$ cat src/rtl/core/d2s_pkg.sv
package d2s_pkg;

    localparam logic [11:0] EXP_REBIAS   = 12'd896;
    localparam logic [11:0] EXP_MAX      = 12'd255;
    localparam logic [31:0] SGL_POS_INF  = 32'h7F80_0000;
    localparam logic [31:0] SGL_NEG_INF  = 32'hFF80_0000;
    localparam logic [31:0] SGL_HIDDEN   = 32'h0080_0000;

    // Handshake control for one pipeline stage
    typedef struct packed {
        logic load;
        logic valid_in;
    } stage_ctl_t;

    // Decoded operand
    typedef struct packed {
        logic        sign;
        logic        zero;
        logic        denorm;
        logic [10:0] exp11;
        logic [24:0] mant;
        logic [4:0]  add_sh;
        logic [4:0]  rsh;
    } dec_t;

    // Rounded operand
    typedef struct packed {
        logic        sign;
        logic        zero;
        logic        denorm;
        logic [10:0] exp11;
        logic [31:0] sum;
        logic [4:0]  rsh;
    } rnd_t;

endpackage

$ cat src/rtl/core/double_to_single_narrowing.sv
// Pipeline: three register stages (decode, round, pack); an accepted item goes from the
// decode register to the round register and then to the pack register, which drives the outputs.
// Throughput: one item per cycle while out_stall is low; each stage is a single register
// with its own valid bit, so bubbles close up and an output stall backs up stage by stage.
// Reset: rst_n asynchronous, active low; clears all valid bits and holds in_stall
// high while asserted. Payload registers are not reset.
module double_to_single_narrowing (
    input  logic        clk,
    input  logic        rst_n,
    input  logic        in_valid,
    output logic        in_stall,
    input  logic [63:0] double_bits,
    output logic        out_valid,
    input  logic        out_stall,
    output logic [31:0] single_bits,
    output logic        overflow_flag
);

    logic                s1_valid;
    logic                s2_valid;
    d2s_pkg::dec_t       s1_dec;
    d2s_pkg::rnd_t       s2_rnd;
    d2s_pkg::stage_ctl_t s1_ctl;
    d2s_pkg::stage_ctl_t s2_ctl;
    d2s_pkg::stage_ctl_t s3_ctl;
    logic                load_s1;
    logic                load_s2;
    logic                load_s3;

    // A stage loads when it is empty or its contents move on in the same cycle.
    // The output register moves whenever the consumer is not stalling it.
    always_comb
    begin
        load_s3 = !out_valid || !out_stall;
        load_s2 = !s2_valid || load_s3;
        load_s1 = !s1_valid || load_s2;
    end

    // Hold off the producer during reset and whenever the first stage is blocked.
    assign in_stall = !rst_n || !load_s1;

    assign s1_ctl = '{load: load_s1, valid_in: in_valid};
    assign s2_ctl = '{load: load_s2, valid_in: s1_valid};
    assign s3_ctl = '{load: load_s3, valid_in: s2_valid};

    // Stage 1: split the double, flag zero and the denormal range, work out shift counts.
    d2s_decode u_decode (
        .clk         (clk),
        .rst_n       (rst_n),
        .ctl         (s1_ctl),
        .double_bits (double_bits),
        .valid       (s1_valid),
        .dec         (s1_dec)
    );

    // Stage 2: add the rounding increment to the working mantissa.
    d2s_round u_round (
        .clk   (clk),
        .rst_n (rst_n),
        .ctl   (s2_ctl),
        .dec   (s1_dec),
        .valid (s2_valid),
        .rnd   (s2_rnd)
    );

    // Stage 3: renormalise or denormalise, check for overflow, pack the single.
    // Its registers are the output registers.
    d2s_pack u_pack (
        .clk           (clk),
        .rst_n         (rst_n),
        .ctl           (s3_ctl),
        .rnd           (s2_rnd),
        .valid         (out_valid),
        .single_bits   (single_bits),
        .overflow_flag (overflow_flag)
    );

endmodule

$ cat src/rtl/core/d2s_decode.sv
module d2s_decode (
    input  logic               clk,
    input  logic               rst_n,
    input  d2s_pkg::stage_ctl_t ctl,
    input  logic [63:0]        double_bits,
    output logic               valid,
    output d2s_pkg::dec_t      dec
);

    logic          valid_reg;
    d2s_pkg::dec_t dec_reg;
    d2s_pkg::dec_t dec_next;
    logic [4:0]    n_low;

    always_comb
    begin
        dec_next.sign   = double_bits[63];
        dec_next.zero   = (double_bits[62:0] == 63'd0);
        dec_next.exp11  = double_bits[62:52];
        dec_next.denorm = ({1'b0, double_bits[62:52]} <= d2s_pkg::EXP_REBIAS);
        dec_next.mant   = {1'b1, double_bits[51:28]};
        // low five bits of the denormal shift distance; both counts wrap
        n_low           = d2s_pkg::EXP_REBIAS[4:0] - double_bits[56:52];
        dec_next.add_sh = n_low + 5'd1;
        dec_next.rsh    = n_low + 5'd2;
    end

    always_ff @(posedge clk or negedge rst_n)
    begin
        if (!rst_n)
        begin
            valid_reg <= 1'b0;
        end
        else if (ctl.load)
        begin
            valid_reg <= ctl.valid_in;
        end
    end

    always_ff @(posedge clk)
    begin
        if (ctl.load)
        begin
            dec_reg <= dec_next;
        end
    end

    assign valid = valid_reg;
    assign dec   = dec_reg;

endmodule

$ cat src/rtl/core/d2s_round.sv
module d2s_round (
    input  logic               clk,
    input  logic               rst_n,
    input  d2s_pkg::stage_ctl_t ctl,
    input  d2s_pkg::dec_t      dec,
    output logic               valid,
    output d2s_pkg::rnd_t      rnd
);

    logic          valid_reg;
    d2s_pkg::rnd_t rnd_reg;
    d2s_pkg::rnd_t rnd_next;
    logic [31:0]   addend;

    always_comb
    begin
        // half-up: add one at the round position, no sticky
        addend          = dec.denorm ? (32'd1 << dec.add_sh) : 32'd1;
        rnd_next.sign   = dec.sign;
        rnd_next.zero   = dec.zero;
        rnd_next.denorm = dec.denorm;
        rnd_next.exp11  = dec.exp11;
        rnd_next.rsh    = dec.rsh;
        rnd_next.sum    = {7'd0, dec.mant} + addend;
    end

    always_ff @(posedge clk or negedge rst_n)
    begin
        if (!rst_n)
        begin
            valid_reg <= 1'b0;
        end
        else if (ctl.load)
        begin
            valid_reg <= ctl.valid_in;
        end
    end

    always_ff @(posedge clk)
    begin
        if (ctl.load)
        begin
            rnd_reg <= rnd_next;
        end
    end

    assign valid = valid_reg;
    assign rnd   = rnd_reg;

endmodule

$ cat src/rtl/core/d2s_pack.sv
module d2s_pack (
    input  logic               clk,
    input  logic               rst_n,
    input  d2s_pkg::stage_ctl_t ctl,
    input  d2s_pkg::rnd_t      rnd,
    output logic               valid,
    output logic [31:0]        single_bits,
    output logic               overflow_flag
);

    logic        valid_reg;
    logic [31:0] single_bits_reg;
    logic [31:0] single_bits_next;
    logic        overflow_flag_reg;
    logic        overflow_flag_next;
    logic [24:0] m1;
    logic        bump;
    logic [22:0] frac;
    logic [11:0] exp_e;
    logic [31:0] den_m;

    always_comb
    begin
        m1    = rnd.sum[25:1];
        bump  = m1[24];
        frac  = bump ? m1[23:1] : m1[22:0];
        exp_e = {1'b0, rnd.exp11} - d2s_pkg::EXP_REBIAS + {11'd0, bump};
        den_m = rnd.sum >> rnd.rsh;

        overflow_flag_next = 1'b0;
        if (rnd.zero)
        begin
            single_bits_next = {rnd.sign, 31'd0};
        end
        else if (rnd.denorm)
        begin
            // hidden bit drops, anything above it passes through
            single_bits_next = {rnd.sign, 31'd0} | (den_m & ~d2s_pkg::SGL_HIDDEN);
        end
        else if (exp_e >= d2s_pkg::EXP_MAX)
        begin
            single_bits_next   = rnd.sign ? d2s_pkg::SGL_NEG_INF : d2s_pkg::SGL_POS_INF;
            overflow_flag_next = 1'b1;
        end
        else
        begin
            single_bits_next = {rnd.sign, exp_e[7:0], frac};
        end
    end

    always_ff @(posedge clk or negedge rst_n)
    begin
        if (!rst_n)
        begin
            valid_reg <= 1'b0;
        end
        else if (ctl.load)
        begin
            valid_reg <= ctl.valid_in;
        end
    end

    always_ff @(posedge clk)
    begin
        if (ctl.load)
        begin
            single_bits_reg   <= single_bits_next;
            overflow_flag_reg <= overflow_flag_next;
        end
    end

    assign valid         = valid_reg;
    assign single_bits   = single_bits_reg;
    assign overflow_flag = overflow_flag_reg;

endmodule

$ cat config.mk
export PLATFORM = sky130hd
export DESIGN_NAME = double_to_single_narrowing
export DESIGN_NICKNAME = d
export VERILOG_FILES = /design/src/rtl/core/d2s_pkg.sv /design/src/rtl/core/double_to_single_narrowing.sv /design/src/rtl/core/d2s_decode.sv /design/src/rtl/core/d2s_round.sv /design/src/rtl/core/d2s_pack.sv
export SDC_FILE = /design/constraint.sdc
export NUM_CORES = 1
export LEC_CHECK = 0
export ABC_CLOCK_PERIOD_IN_PS = 4400
export BUFFER_PORTS_ARGS = -buffer_cell sky130_fd_sc_hd__buf_2
export CORE_MARGIN = 5
export CORE_UTILIZATION = 44
export CTS_CLUSTER_DIAMETER = 30
export DETAILED_ROUTE_END_ITERATION = 8
export GPL_TIMING_DRIVEN = 0
export HOLD_SLACK_MARGIN = 0.08
export PLACE_DENSITY = 0.68
export SETUP_SLACK_MARGIN = 0.15
export SLEW_MARGIN = 15
export SYNTH_ARGS = -nofsm -noshare
export SYNTH_HDL_FRONTEND = slang
export SYNTH_SLANG_ARGS = --single-unit
$ cat constraint.sdc
create_clock -name clk -period 4.4 [get_ports clk]
set_input_delay 0.66 -clock clk [delete_from_list [all_inputs] [get_ports clk]]
set_output_delay 0.66 -clock clk [all_outputs]
set_load 0.005 [all_outputs]
==> results by group, run 1 <==
Run status
  – Status: complete, no violations

Pwr
  – Max VDD drop: about 0.28 mV
  – Clock power share: approximately a third
  – LEAKAGE: just under 4 nW
  – Internal power: 0.00288 W
  – Seq pwr share: 40.8%
  – P_sw: about 0.0014 W
  – Pwr dens: between 400 and 500 nW/um2
  – Part of the power in combinational logic: about a quarter
  – Total power draw: 0.00425 W
  – Switching Share: between 30% and 40%

GRT
  – Initial antenna violation count: 0
  – Vias in the first global route: around 6600
  – Total gr overflow: 0
  – GRT Total Usage: between 20% and 30%
  – Largest net degree at the start of global routing: 52
  – Global-route wire length before repair: 35.5 mm

Detailed routing
  – # DRC: 0
  – WL met3: around 1.5 mm
  – Met1 Wirelength: approximately 10 mm
  – Iter 0 DRT Violations: a little over 600
  – DRT Pass-1 Iters: 5
  – Post-route ant nets: 0
  – DR WL/cell: roughly 19 um
  – Uppermost routed layer: met4
  – Vias: around 6800
  – Total Wirelength: about 22 mm
  – Post-DR vias/cell: a little under 6
  – Met2 wire len: between 9 and 10 mm

STA
  – Setup TNS: 0 ns
  – Clock Skews: ~0.0090 ns
  – # setup viols final: 0
  – Final hold violation count: 0
  – Fmax: between 0.2 and 0.3 GHz
  – Max-slew headroom: between 40% and 50%
  – Setup repair after global routing missed its margin: no
  – Slew Viols, Final: 0
  – Minimum clock period: around 3.6 ns
  – Tcrit/Tclk final: about 83%
  – Least-Margin Pin Slew: around 0.82 ns

Critical path
  – Arrival time at the worst endpoint: 3.81 ns
  – Worst setup path start: u_decode.dec[8]
  – Worst Setup Start Kind: register
  – Reg2reg start: u_decode.dec[8]
  – Critical path endpoint category: register
  – Worst Path Required: 4.56 ns
  – Crit Path Class: register to register
  – CP Max Fanout: 10

Floorplanning
  – Initial Util: 44.6%
  – Die Span X: around 150 um
  – Row count: 50
  – Io pins: around 100
  – Die footprint: between 20000 and 25000 um2
  – Core footprint: 18700 um2
  – Die Height: 148 um

Yosys
  – Cell count after synthesis: ~780
  – Most frequent cell after synthesis: edfxtp_1
  – Main synth FF type: edfxtp_1
  – Post-synth cell types: 66
  – Yosys warns: 0
  – #FFs+latches synth: around 130
  – Top cell type's share of synthesized area: between 40% and 50%
  – Seq/Total Area, Yosys: a little under half
  – Post-synth EDFFs: 130
  – Syn Area/Cell: about 11 um2
  – Synthesized cell area: 8350 um2
  – Synth area leaders: edfxtp_1, mux2i_1, ha_1
  – Top cells by count, synth: edfxtp_1, nand2_1, nor2_1
  – Synthesized Nets: roughly 880
  – Async set-reset flop share out of synthesis: under 10%
  – Leading area contributor after synthesis: edfxtp_1

Placement
  – Port Buffers: 102
  – Final HPWL DP: roughly 17 mm
  – GPL Wtd Cong: between 1 and 1.5
  – Placed cells: 1117

Clock tree
  – Total CTS buffers: 17
  – CTS H-tree depth: 4
  – CTS sink count: approximately 130
  – Post-CTS Hold Buffers: 1
  – CTS clk-pin slew, worst paths: 0.06 ns
  – Post-CTS Setup Repair Bufs: 0
  – Cts repair resizes: 0
  – CTS tree: built
  – Root Buffer: clkbuf_16
  – Clock latency on the worst-skew pair: approximately 0.43 ns
  – CTS Buffer Depth: 2

Final layout
  – FILL cells: between 1500 and 2000
  – Largest register FFs: 50
  – Fraction of layout cells with a size suffix above 1: between 20 and 25%
  – Nets: roughly 1000
  – Layout Cells excl Fill: approximately 1200
  – Synth-to-Final Area Change: 17.3%
  – Antenna cell count: 0

Flow run
  – MaxCap Viol Count: 0

Min path
  – Hold Startpoint: double_bits[63]
  – Min-delay worst type: input port to register
-- power groups by stage --
stage,Clock [W],Sequential (W),Combinational [W]
6_report,0.00140,0.00173,0.00111
5_1_grt,0.00148,0.00175,0.00121
4_1_cts,0.00142,0.00173,0.00109
3_5_place_dp,0,0.00175,0.00108
3_3_place_gp,0,0.00176,0.00108
2_1_floorplan,0,0.00172,0.000744
-- critical path: stages (launching register included) --
cell	delay [ns]
edfxtp_1	0.40
clkbuf_1	0.33
nor2_1	0.12
nand2_1	0.08
o21ai_0	0.09
ha_1	0.25
fa_1	0.44
a211oi_1	0.37
o211ai_1	0.16
a21boi_1	0.29
o21ai_2	0.15
a31oi_1	0.31
a31oi_1	0.19
xor2_1	0.18
-- worst paths after layout --
path                                    endpoint  slack [ns]  cells past startpoint
worst max-delay path             u_round.rnd[27]        0.75                     13
worst min register to register    u_round.rnd[1]        0.42                      0
max in group asynchronous           u_pack.valid        3.70                      2
worst max register to register   u_round.rnd[27]        0.75                     13
min in group asynchronous         u_decode.valid        0.58                      2
worst min-delay path            u_decode.dec[48]        0.41                      1
-- per-layer routing --
| metal | GRT usage [%] | vias up |
|---|---|---|
| li1 | - | 3231 |
| met1 | 28.7 | 3181 |
| met2 | 31.9 | 335 |
| met3 | 3.92 | 52 |
| met4 | 8.95 | 0 |
| met5 | 0 | - |
-- cell families after synthesis --
kind of cell	after synthesis	synth area share, %
compound gates	180	14.2
xor+xnor	33	3.46
fa+ha+maj	30	4.59
buf+inv	59	2.89
flops	133	47.7
mux	86	12.8
simple gates	257	14.5
-- cell type report --
| type | instances | area [um2] | share of cell area [%] |
|---|---|---|---|
| multi-input combinational | 586 | 4140 | 42.3 |
| sequential | 133 | 3980 | 40.6 |
| timing repair buffer | 106 | 554 | 5.66 |
| clock buffer | 18 | 429 | 4.38 |
| tap | 234 | 293 | 2.99 |
| buffer | 45 | 189 | 1.93 |
| clock inverter | 14 | 154 | 1.57 |
| inverter | 14 | 52.6 | 0.537 |
-- metrics by stage --
step / setup slack (ns) / util, % / hold slack [ns] / instance area (um2)
finish: 0.753 / 52.3 / 0.409 / 9790
global route: 0.561 / 52.3 / 0.393 / 9790
CTS: 0.773 / 52.3 / 0.395 / 9790
detailed placement: 0.827 / 49.2 / 0.405 / 9200
global placement: 0.474 / 48.9 / 0.404 / 9150
floorplan: 1.29 / - / 0.364 / 8350
-- cell usage in the layout, fill, tap and decap left out, types with 7 or more instances in the layout --
cell type / count
a21o_1: 8
clkbuf_1: 33
mux2_2: 13
nand2b_1: 11
clkbuf_16: 17
nand3_1: 14
inv_1: 14
nor2_1: 68
nor2b_1: 8
nand4_1: 10
o211ai_1: 8
ha_1: 29
mux4_2: 15
a211oi_1: 7
buf_2: 112
xnor2_1: 21
nand2_1: 89
a21oi_1: 49
nor3_1: 14
a31oi_1: 9
edfxtp_1: 130
o21ai_0: 34
o22ai_1: 13
o221ai_1: 9
nor4_1: 16
xor2_1: 12
mux2i_1: 58
Power figures use the tool's default switching activity.
==> inputs of run 2 (changes only) <==
--- a/config.mk
+++ b/config.mk
@@ -5,7 +5,7 @@
 export SDC_FILE = /design/constraint.sdc
 export NUM_CORES = 1
 export LEC_CHECK = 0
-export ABC_CLOCK_PERIOD_IN_PS = 4400
+export ABC_CLOCK_PERIOD_IN_PS = 3700
 export BUFFER_PORTS_ARGS = -buffer_cell sky130_fd_sc_hd__buf_2
 export CORE_MARGIN = 5
 export CORE_UTILIZATION = 44
==> constraint.sdc (replaced) <==
create_clock -name clk -period 3.7 [get_ports clk]
set_input_delay 0.555 -clock clk [delete_from_list [all_inputs] [get_ports clk]]
set_output_delay 0.555 -clock clk [all_outputs]
set_load 0.005 [all_outputs]
==> results by group, run 2 (synthesis gave the netlist of run 1 again) <==
Pwr
  – Internal power: 0.00343 W (+19%)
  – Max VDD drop: 0.331 mV (+19%)
  – Switching Share: 32.1% (-0.036 points)
  – Total power draw: 0.00505 W (+19%)
  – Part of the power in combinational logic: 26.2% (about the same)
  – Clock power share: 33.0% (about the same)
  – Pwr dens: 514 nW/um2 (+19%)
  – Seq pwr share: 40.8% (about the same)
  – LEAKAGE: 3.90 nW (+0.37%)
  – P_sw: 0.00162 W (+19%)

Detailed routing
  – DR WL/cell: 19.2 um (-0.42%)
  – DRT Pass-1 Iters: 6 (+1)
  – Vias: 6745 (-0.79%)
  – # DRC: 0 (unchanged)
  – Total Wirelength: 22.0 mm (-0.42%)
  – Iter 0 DRT Violations: 646 (+6.8%)
  – Post-route ant nets: 0 (unchanged)
  – Post-DR vias/cell: 5.87 (-0.79%)

Clock tree
  – Clock latency on the worst-skew pair: 0.43 ns (about the same)
  – CTS H-tree depth: 4 (unchanged)
  – Total CTS buffers: 17 (unchanged)
  – CTS Buffer Depth: 2 (unchanged)
  – CTS sink count: 133 (unchanged)
  – CTS clk-pin slew, worst paths: 0.06 ns (about the same)
  – CTS tree: built
  – Root Buffer: clkbuf_16

Floorplanning
  – Core footprint: 18700 um2 (unchanged)
  – Die Span X: 148 um (unchanged)
  – Initial Util: 44.6% (unchanged)
  – Io pins: 103 (unchanged)
  – Row count: 50 (unchanged)
  – Die Height: 148 um (unchanged)
  – Die footprint: 21800 um2 (unchanged)

STA
  – Final hold violation count: 0 (unchanged)
  – Slew Viols, Final: 0 (unchanged)
  – Setup TNS: 0 ns (unchanged)
  – Least-Margin Pin Slew: 0.846 ns (+0.0222 ns)
  – Tcrit/Tclk final: 91.9% (+9.0 points)
  – Fmax: 0.294 GHz (+7.3%)
  – Minimum clock period: 3.40 ns (-0.248 ns)
  – Setup repair after global routing missed its margin: yes
  – Max-slew headroom: 43.4% (-1.5 points)
  – Clock Skews: 0.00901 ns (+0.0000389 ns)
  – # setup viols final: 0 (unchanged)

Min path
  – Min-delay worst type: input port to register
  – Hold Startpoint: double_bits[63]
  – Hold Crit Endpoint: u_decode.dec[48]
  – Hold Path Stages: 1 (unchanged)

Critical path
  – Crit Path Class: register to register
  – Critical path, cell by cell: clkbuf_1 > o21ai_0 > ha_1 > fa_1 > a211oi_1 > o211ai_1 > a21boi_2 > o21ai_2 > a31oi_2 > a31oi_1 > xor2_1
  – Reg2reg start: u_decode.dec[7]
  – Arrival time at the worst endpoint: 3.56 ns (-0.25 ns)
  – Flop2flop setup slack: 0.30 ns (-0.45 ns)
  – CP max-delay cell: fa_1
  – Worst R2R End: u_round.rnd[27]
  – Crit-path max cell delay: 0.44 ns (about the same)
  – CP Max Fanout: 10 (unchanged)
  – Reg2reg path depth: 11 (-2)
  – Critical path endpoint category: register
  – Worst Setup Start Kind: register
  – Worst Path Required: 3.86 ns (-0.70 ns)

Final layout
  – Fraction of layout cells with a size suffix above 1: 21.5% (+1.1 points)
  – Most common cell after layout, fill and taps aside: edfxtp_1
  – Antenna cell count: 0 (unchanged)
  – Most frequent cells in the layout: edfxtp_1, buf_2, nand2_1
  – Nets: 1001 (unchanged)
  – Synth-to-Final Area Change: 17.7%
  – Largest register FFs: 50 (unchanged)

GRT
  – Vias in the first global route: 6550 (-0.046%)
  – Global-route wire length before repair: 35.5 mm (about the same)
  – Largest net degree at the start of global routing: 52 (unchanged)
  – Total gr overflow: 0 (unchanged)
  – Initial antenna violation count: 0 (unchanged)
  – GRT Total Usage: 20.7% (unchanged)

Run status
  – Status: complete, no violations

Placement
  – GPL Wtd Cong: 1.02 (unchanged)
  – Final HPWL DP: 17.0 mm (unchanged)
  – Port Buffers: 102 (unchanged)

Flow run
  – MaxCap Viol Count: 0 (unchanged)
==> run 2: worst max-delay path, delay by kind of cell, from the launching register on <==
kind	cells	cell delay [ns]
adders and majority gates	2	0.68
DFF	1	0.37
xor gates and xnor gates	1	0.18
buffers and inverters	1	0.35
AOI/OAI and AO/OA	7	1.53
==> run 2: layout make-up <==
class	count	area (um2)
fill	1680	8880
multi-input combinational	586	4170
sequential	133	3980
timing repair buffer	106	554
clock buffer	18	429
tap	234	293
buffer	45	194
clock inverter	14	154
inverter	14	52.6
==> run 2: through the flow <==
stage	utilization, %	setup WS [ns]	hold WS, ns	instance area, um2	instances
after floorplan	-	0.710	0.259	8350	778
after global placement	48.9	-0.0159	0.356	9150	1114
after detailed placement	49.2	0.127	0.363	9200	1117
after CTS	52.4	0.194	0.290	9800	1150
after global routing	52.5	0.143	0.288	9830	1150
final	52.5	0.301	0.306	9830	1150
==> run 2: repair_timing <==
item / in CTS / in global routing
gates resized for setup: 4 / 6
hold buffers: 1 / 0
endpoints found under the setup margin: 3 / 8
pin swaps: 0 / 0
buffers inserted: 0 / 0
endpoints found under the hold margin: 3 / 0
==> run 2: how the worst max path moves through the flow <==
stage | start | slack (ns) | cells after the start | end
6_report | u_decode.dec[7] | 0.30 | 11 | u_round.rnd[27]
5_1_grt | u_decode.dec[46] | 0.14 | 12 | u_round.rnd[27]
4_1_cts | u_decode.dec[7] | 0.19 | 11 | u_round.rnd[27]
3_5_place_dp | u_decode.dec[8] | 0.13 | 13 | u_round.rnd[27]
3_3_place_gp | out_stall | -0.02 | 4 | in_stall
2_1_floorplan | u_decode.dec[8] | 0.71 | 13 | u_round.rnd[27]
==> run 2: layer usage <==
layer	share of wire, %	GRT usage, %	wire, um
met5	0	0	0
met4	3.9	8.95	857
met3	7.0	3.92	1550
met2	44	31.9	9790
met1	45	28.7	9840
==> run 2: power by group through the flow <==
stage	clock network (W)	registers, W	logic [W]
2_1_floorplan	0	0.00204	0.000885
3_3_place_gp	0	0.00209	0.00128
3_5_place_dp	0	0.00209	0.00129
4_1_cts	0.00169	0.00206	0.00130
5_1_grt	0.00176	0.00208	0.00145
6_report	0.00167	0.00206	0.00132
==> inputs of run 3 (changes only) <==
--- a/config.mk
+++ b/config.mk
@@ -11,7 +11,6 @@
 export CORE_UTILIZATION = 44
 export CTS_CLUSTER_DIAMETER = 30
 export DETAILED_ROUTE_END_ITERATION = 8
-export GPL_TIMING_DRIVEN = 0
 export HOLD_SLACK_MARGIN = 0.08
 export PLACE_DENSITY = 0.68
 export SETUP_SLACK_MARGIN = 0.15
==> results by group, run 3 (synthesis gave the netlist of run 1 again) <==
Run status
  – Status: complete, no violations

GRT
  – Total gr overflow: 0 (unchanged)
  – Vias in the first global route: 6193 (-5.5%)
  – Largest net degree at the start of global routing: 49 (-5.8%)
  – Initial antenna violation count: 0 (unchanged)
  – Global-route wire length before repair: 33.1 mm (-6.9%)
  – GRT Total Usage: 19.2% (-1.5 points)

Detailed routing
  – Post-DR vias/cell: 5.87 (about the same)
  – # DRC: 0 (unchanged)
  – Post-route ant nets: 0 (unchanged)
  – Iter 0 DRT Violations: 642 (-0.62%)
  – DR WL/cell: 18.6 um (-3.1%)
  – Total Wirelength: 20.7 mm (-6.0%)
  – DRT Pass-1 Iters: 5 (-1)
  – Vias: 6549 (-2.9%)

Critical path
  – CP delay by family, top: compound AO/OA/AOI/OAI gates
  – Worst Path Buf+Inv: 0 (-1)
  – Critical path endpoint category: register
  – Critical path, cell by cell: nor2_1 > nand3_1 > nor3_1 > ha_1 > a21o_1 > nand4_1 > a21boi_1 > a31oi_4 > o31ai_2 > a41oi_1 > xor2_1
  – Reg2reg path depth: 11 (unchanged)
  – Worst setup path start: u_decode.dec[8]
  – Crit Path Class: register to register
  – Flop2flop setup slack: 0.48 ns (+0.18 ns)
  – Worst Setup Start Kind: register
  – Crit-path max cell delay: 0.52 ns (+0.08 ns)
  – Arrival time at the worst endpoint: 3.40 ns (-0.16 ns)
  – Reg2reg start: u_decode.dec[8]
  – Worst R2R End: u_round.rnd[30]
  – Worst Path Required: 3.87 ns (about the same)
  – CP max-delay cell: edfxtp_1
  – CP Max Fanout: 11 (+1)

Final layout
  – Most frequent cells in the layout: edfxtp_1, buf_2, nand2_1
  – Fraction of layout cells with a size suffix above 1: 21.1% (-0.42 points)
  – Antenna cell count: 0 (unchanged)
  – Most common cell after layout, fill and taps aside: edfxtp_1
  – Largest register FFs: 50 (unchanged)
  – FILL cells: 1617 (-3.8%)
  – Nets: 967 (-3.4%)
  – Synth-to-Final Area Change: 16.0%

Pwr
  – Total power draw: 0.00499 W (-1.1%)
  – LEAKAGE: 3.85 nW (-1.4%)
  – Pwr dens: 516 nW/um2 (+0.34%)
  – Max VDD drop: 0.402 mV (+21%)

Floorplanning
  – Die footprint: 21800 um2 (unchanged)
  – Die Span X: 148 um (unchanged)
  – Core footprint: 18700 um2 (unchanged)
  – Die Height: 148 um (unchanged)
  – Row count: 50 (unchanged)
  – Io pins: 103 (unchanged)
  – Initial Util: 44.6% (unchanged)

Flow run
  – MaxCap Viol Count: 0 (unchanged)

Clock tree
  – Root Buffer: clkbuf_16
  – CTS sink count: 133 (unchanged)
  – CTS H-tree depth: 4 (unchanged)
  – Clock latency on the worst-skew pair: 0.43 ns (about the same)
  – CTS Buffer Depth: 2 (unchanged)
  – Total CTS buffers: 17 (unchanged)
  – CTS clk-pin slew, worst paths: 0.06 ns (about the same)
  – CTS tree: built

STA
  – # setup viols final: 0 (unchanged)
  – Least-Margin Pin Slew: 0.828 ns (-0.0189 ns)
  – Slew Viols, Final: 0 (unchanged)
  – Clock Skews: 0.00929 ns (+0.000279 ns)
  – Setup TNS: 0 ns (unchanged)
  – Max-slew headroom: 44.8% (+1.3 points)
  – Minimum clock period: 3.22 ns (-0.175 ns)
  – Setup repair after global routing missed its margin: no
  – Final hold violation count: 0 (unchanged)
  – Tcrit/Tclk final: 87.1% (-4.7 points)
  – Fmax: 0.310 GHz (+5.4%)

Min path
  – Hold Path Stages: 2 (+1)
  – Min-delay worst type: input port to register
  – Hold Startpoint: in_valid
  – Hold Crit Endpoint: u_decode.valid

Placement
  – Final HPWL DP: 15.5 mm (-9.0%)
  – GPL Wtd Cong: 0.966 (-5.3%)
  – Port Buffers: 102 (unchanged)
==> run 3: what timing repair did <==
action | CTS | global route
hold buffers | 1 | 0
endpoints found under the setup margin | 0 | 1
endpoints found under the hold margin | 3 | 0
gates resized for setup | 0 | 1
buffers inserted | 0 | 0
==> run 3: layout make-up <==
type	instances	area (um2)	share of cell area [%]
multi-input cells	586	4140	42.7
flip-flops and latches	133	3980	41.1
well taps	234	293	3.02
clock inverters	13	149	1.54
clock buffers	19	433	4.47
repair buffers	117	638	6.59
inverters	14	52.6	0.543
==> run 3: worst max-delay path by stage <==
stage                                  to  slack [ns]  cells after the start
final                     u_round.rnd[30]        0.48                     11
after CTS                 u_round.rnd[27]        0.46                     12
after global routing      u_round.rnd[28]        0.23                     11
after floorplan           u_round.rnd[27]        0.71                     13
after detailed placement  u_round.rnd[27]        0.47                     12
after global placement    u_round.rnd[27]        0.56                     12
==> run 3: metrics by stage <==
step	worst slack, ns	hold WS (ns)	util (%)	std cells	cell area, um2
after global placement	0.556	0.356	48.6	1083	9080
after CTS	0.464	0.297	51.7	1116	9680
after floorplan	0.710	0.259	-	778	8350
final	0.476	0.309	51.8	1116	9680
after global routing	0.232	0.296	51.8	1116	9680
after detailed placement	0.474	0.358	48.6	1083	9080
==> run 3: power by group <==
part	switching [W]	internal (W)
sequential	0.000170	0.00191
combinational	0.000726	0.000516
clock	0.000670	0.00100
total	0.00157	0.00343
==> run 3: routing by layer <==
layer  global-route usage, %  routed length [um]
met1                    27.8                9710
met2                    28.5                9110
met3                    4.11                1310
met4                    7.36                 574
met5                       0                   0
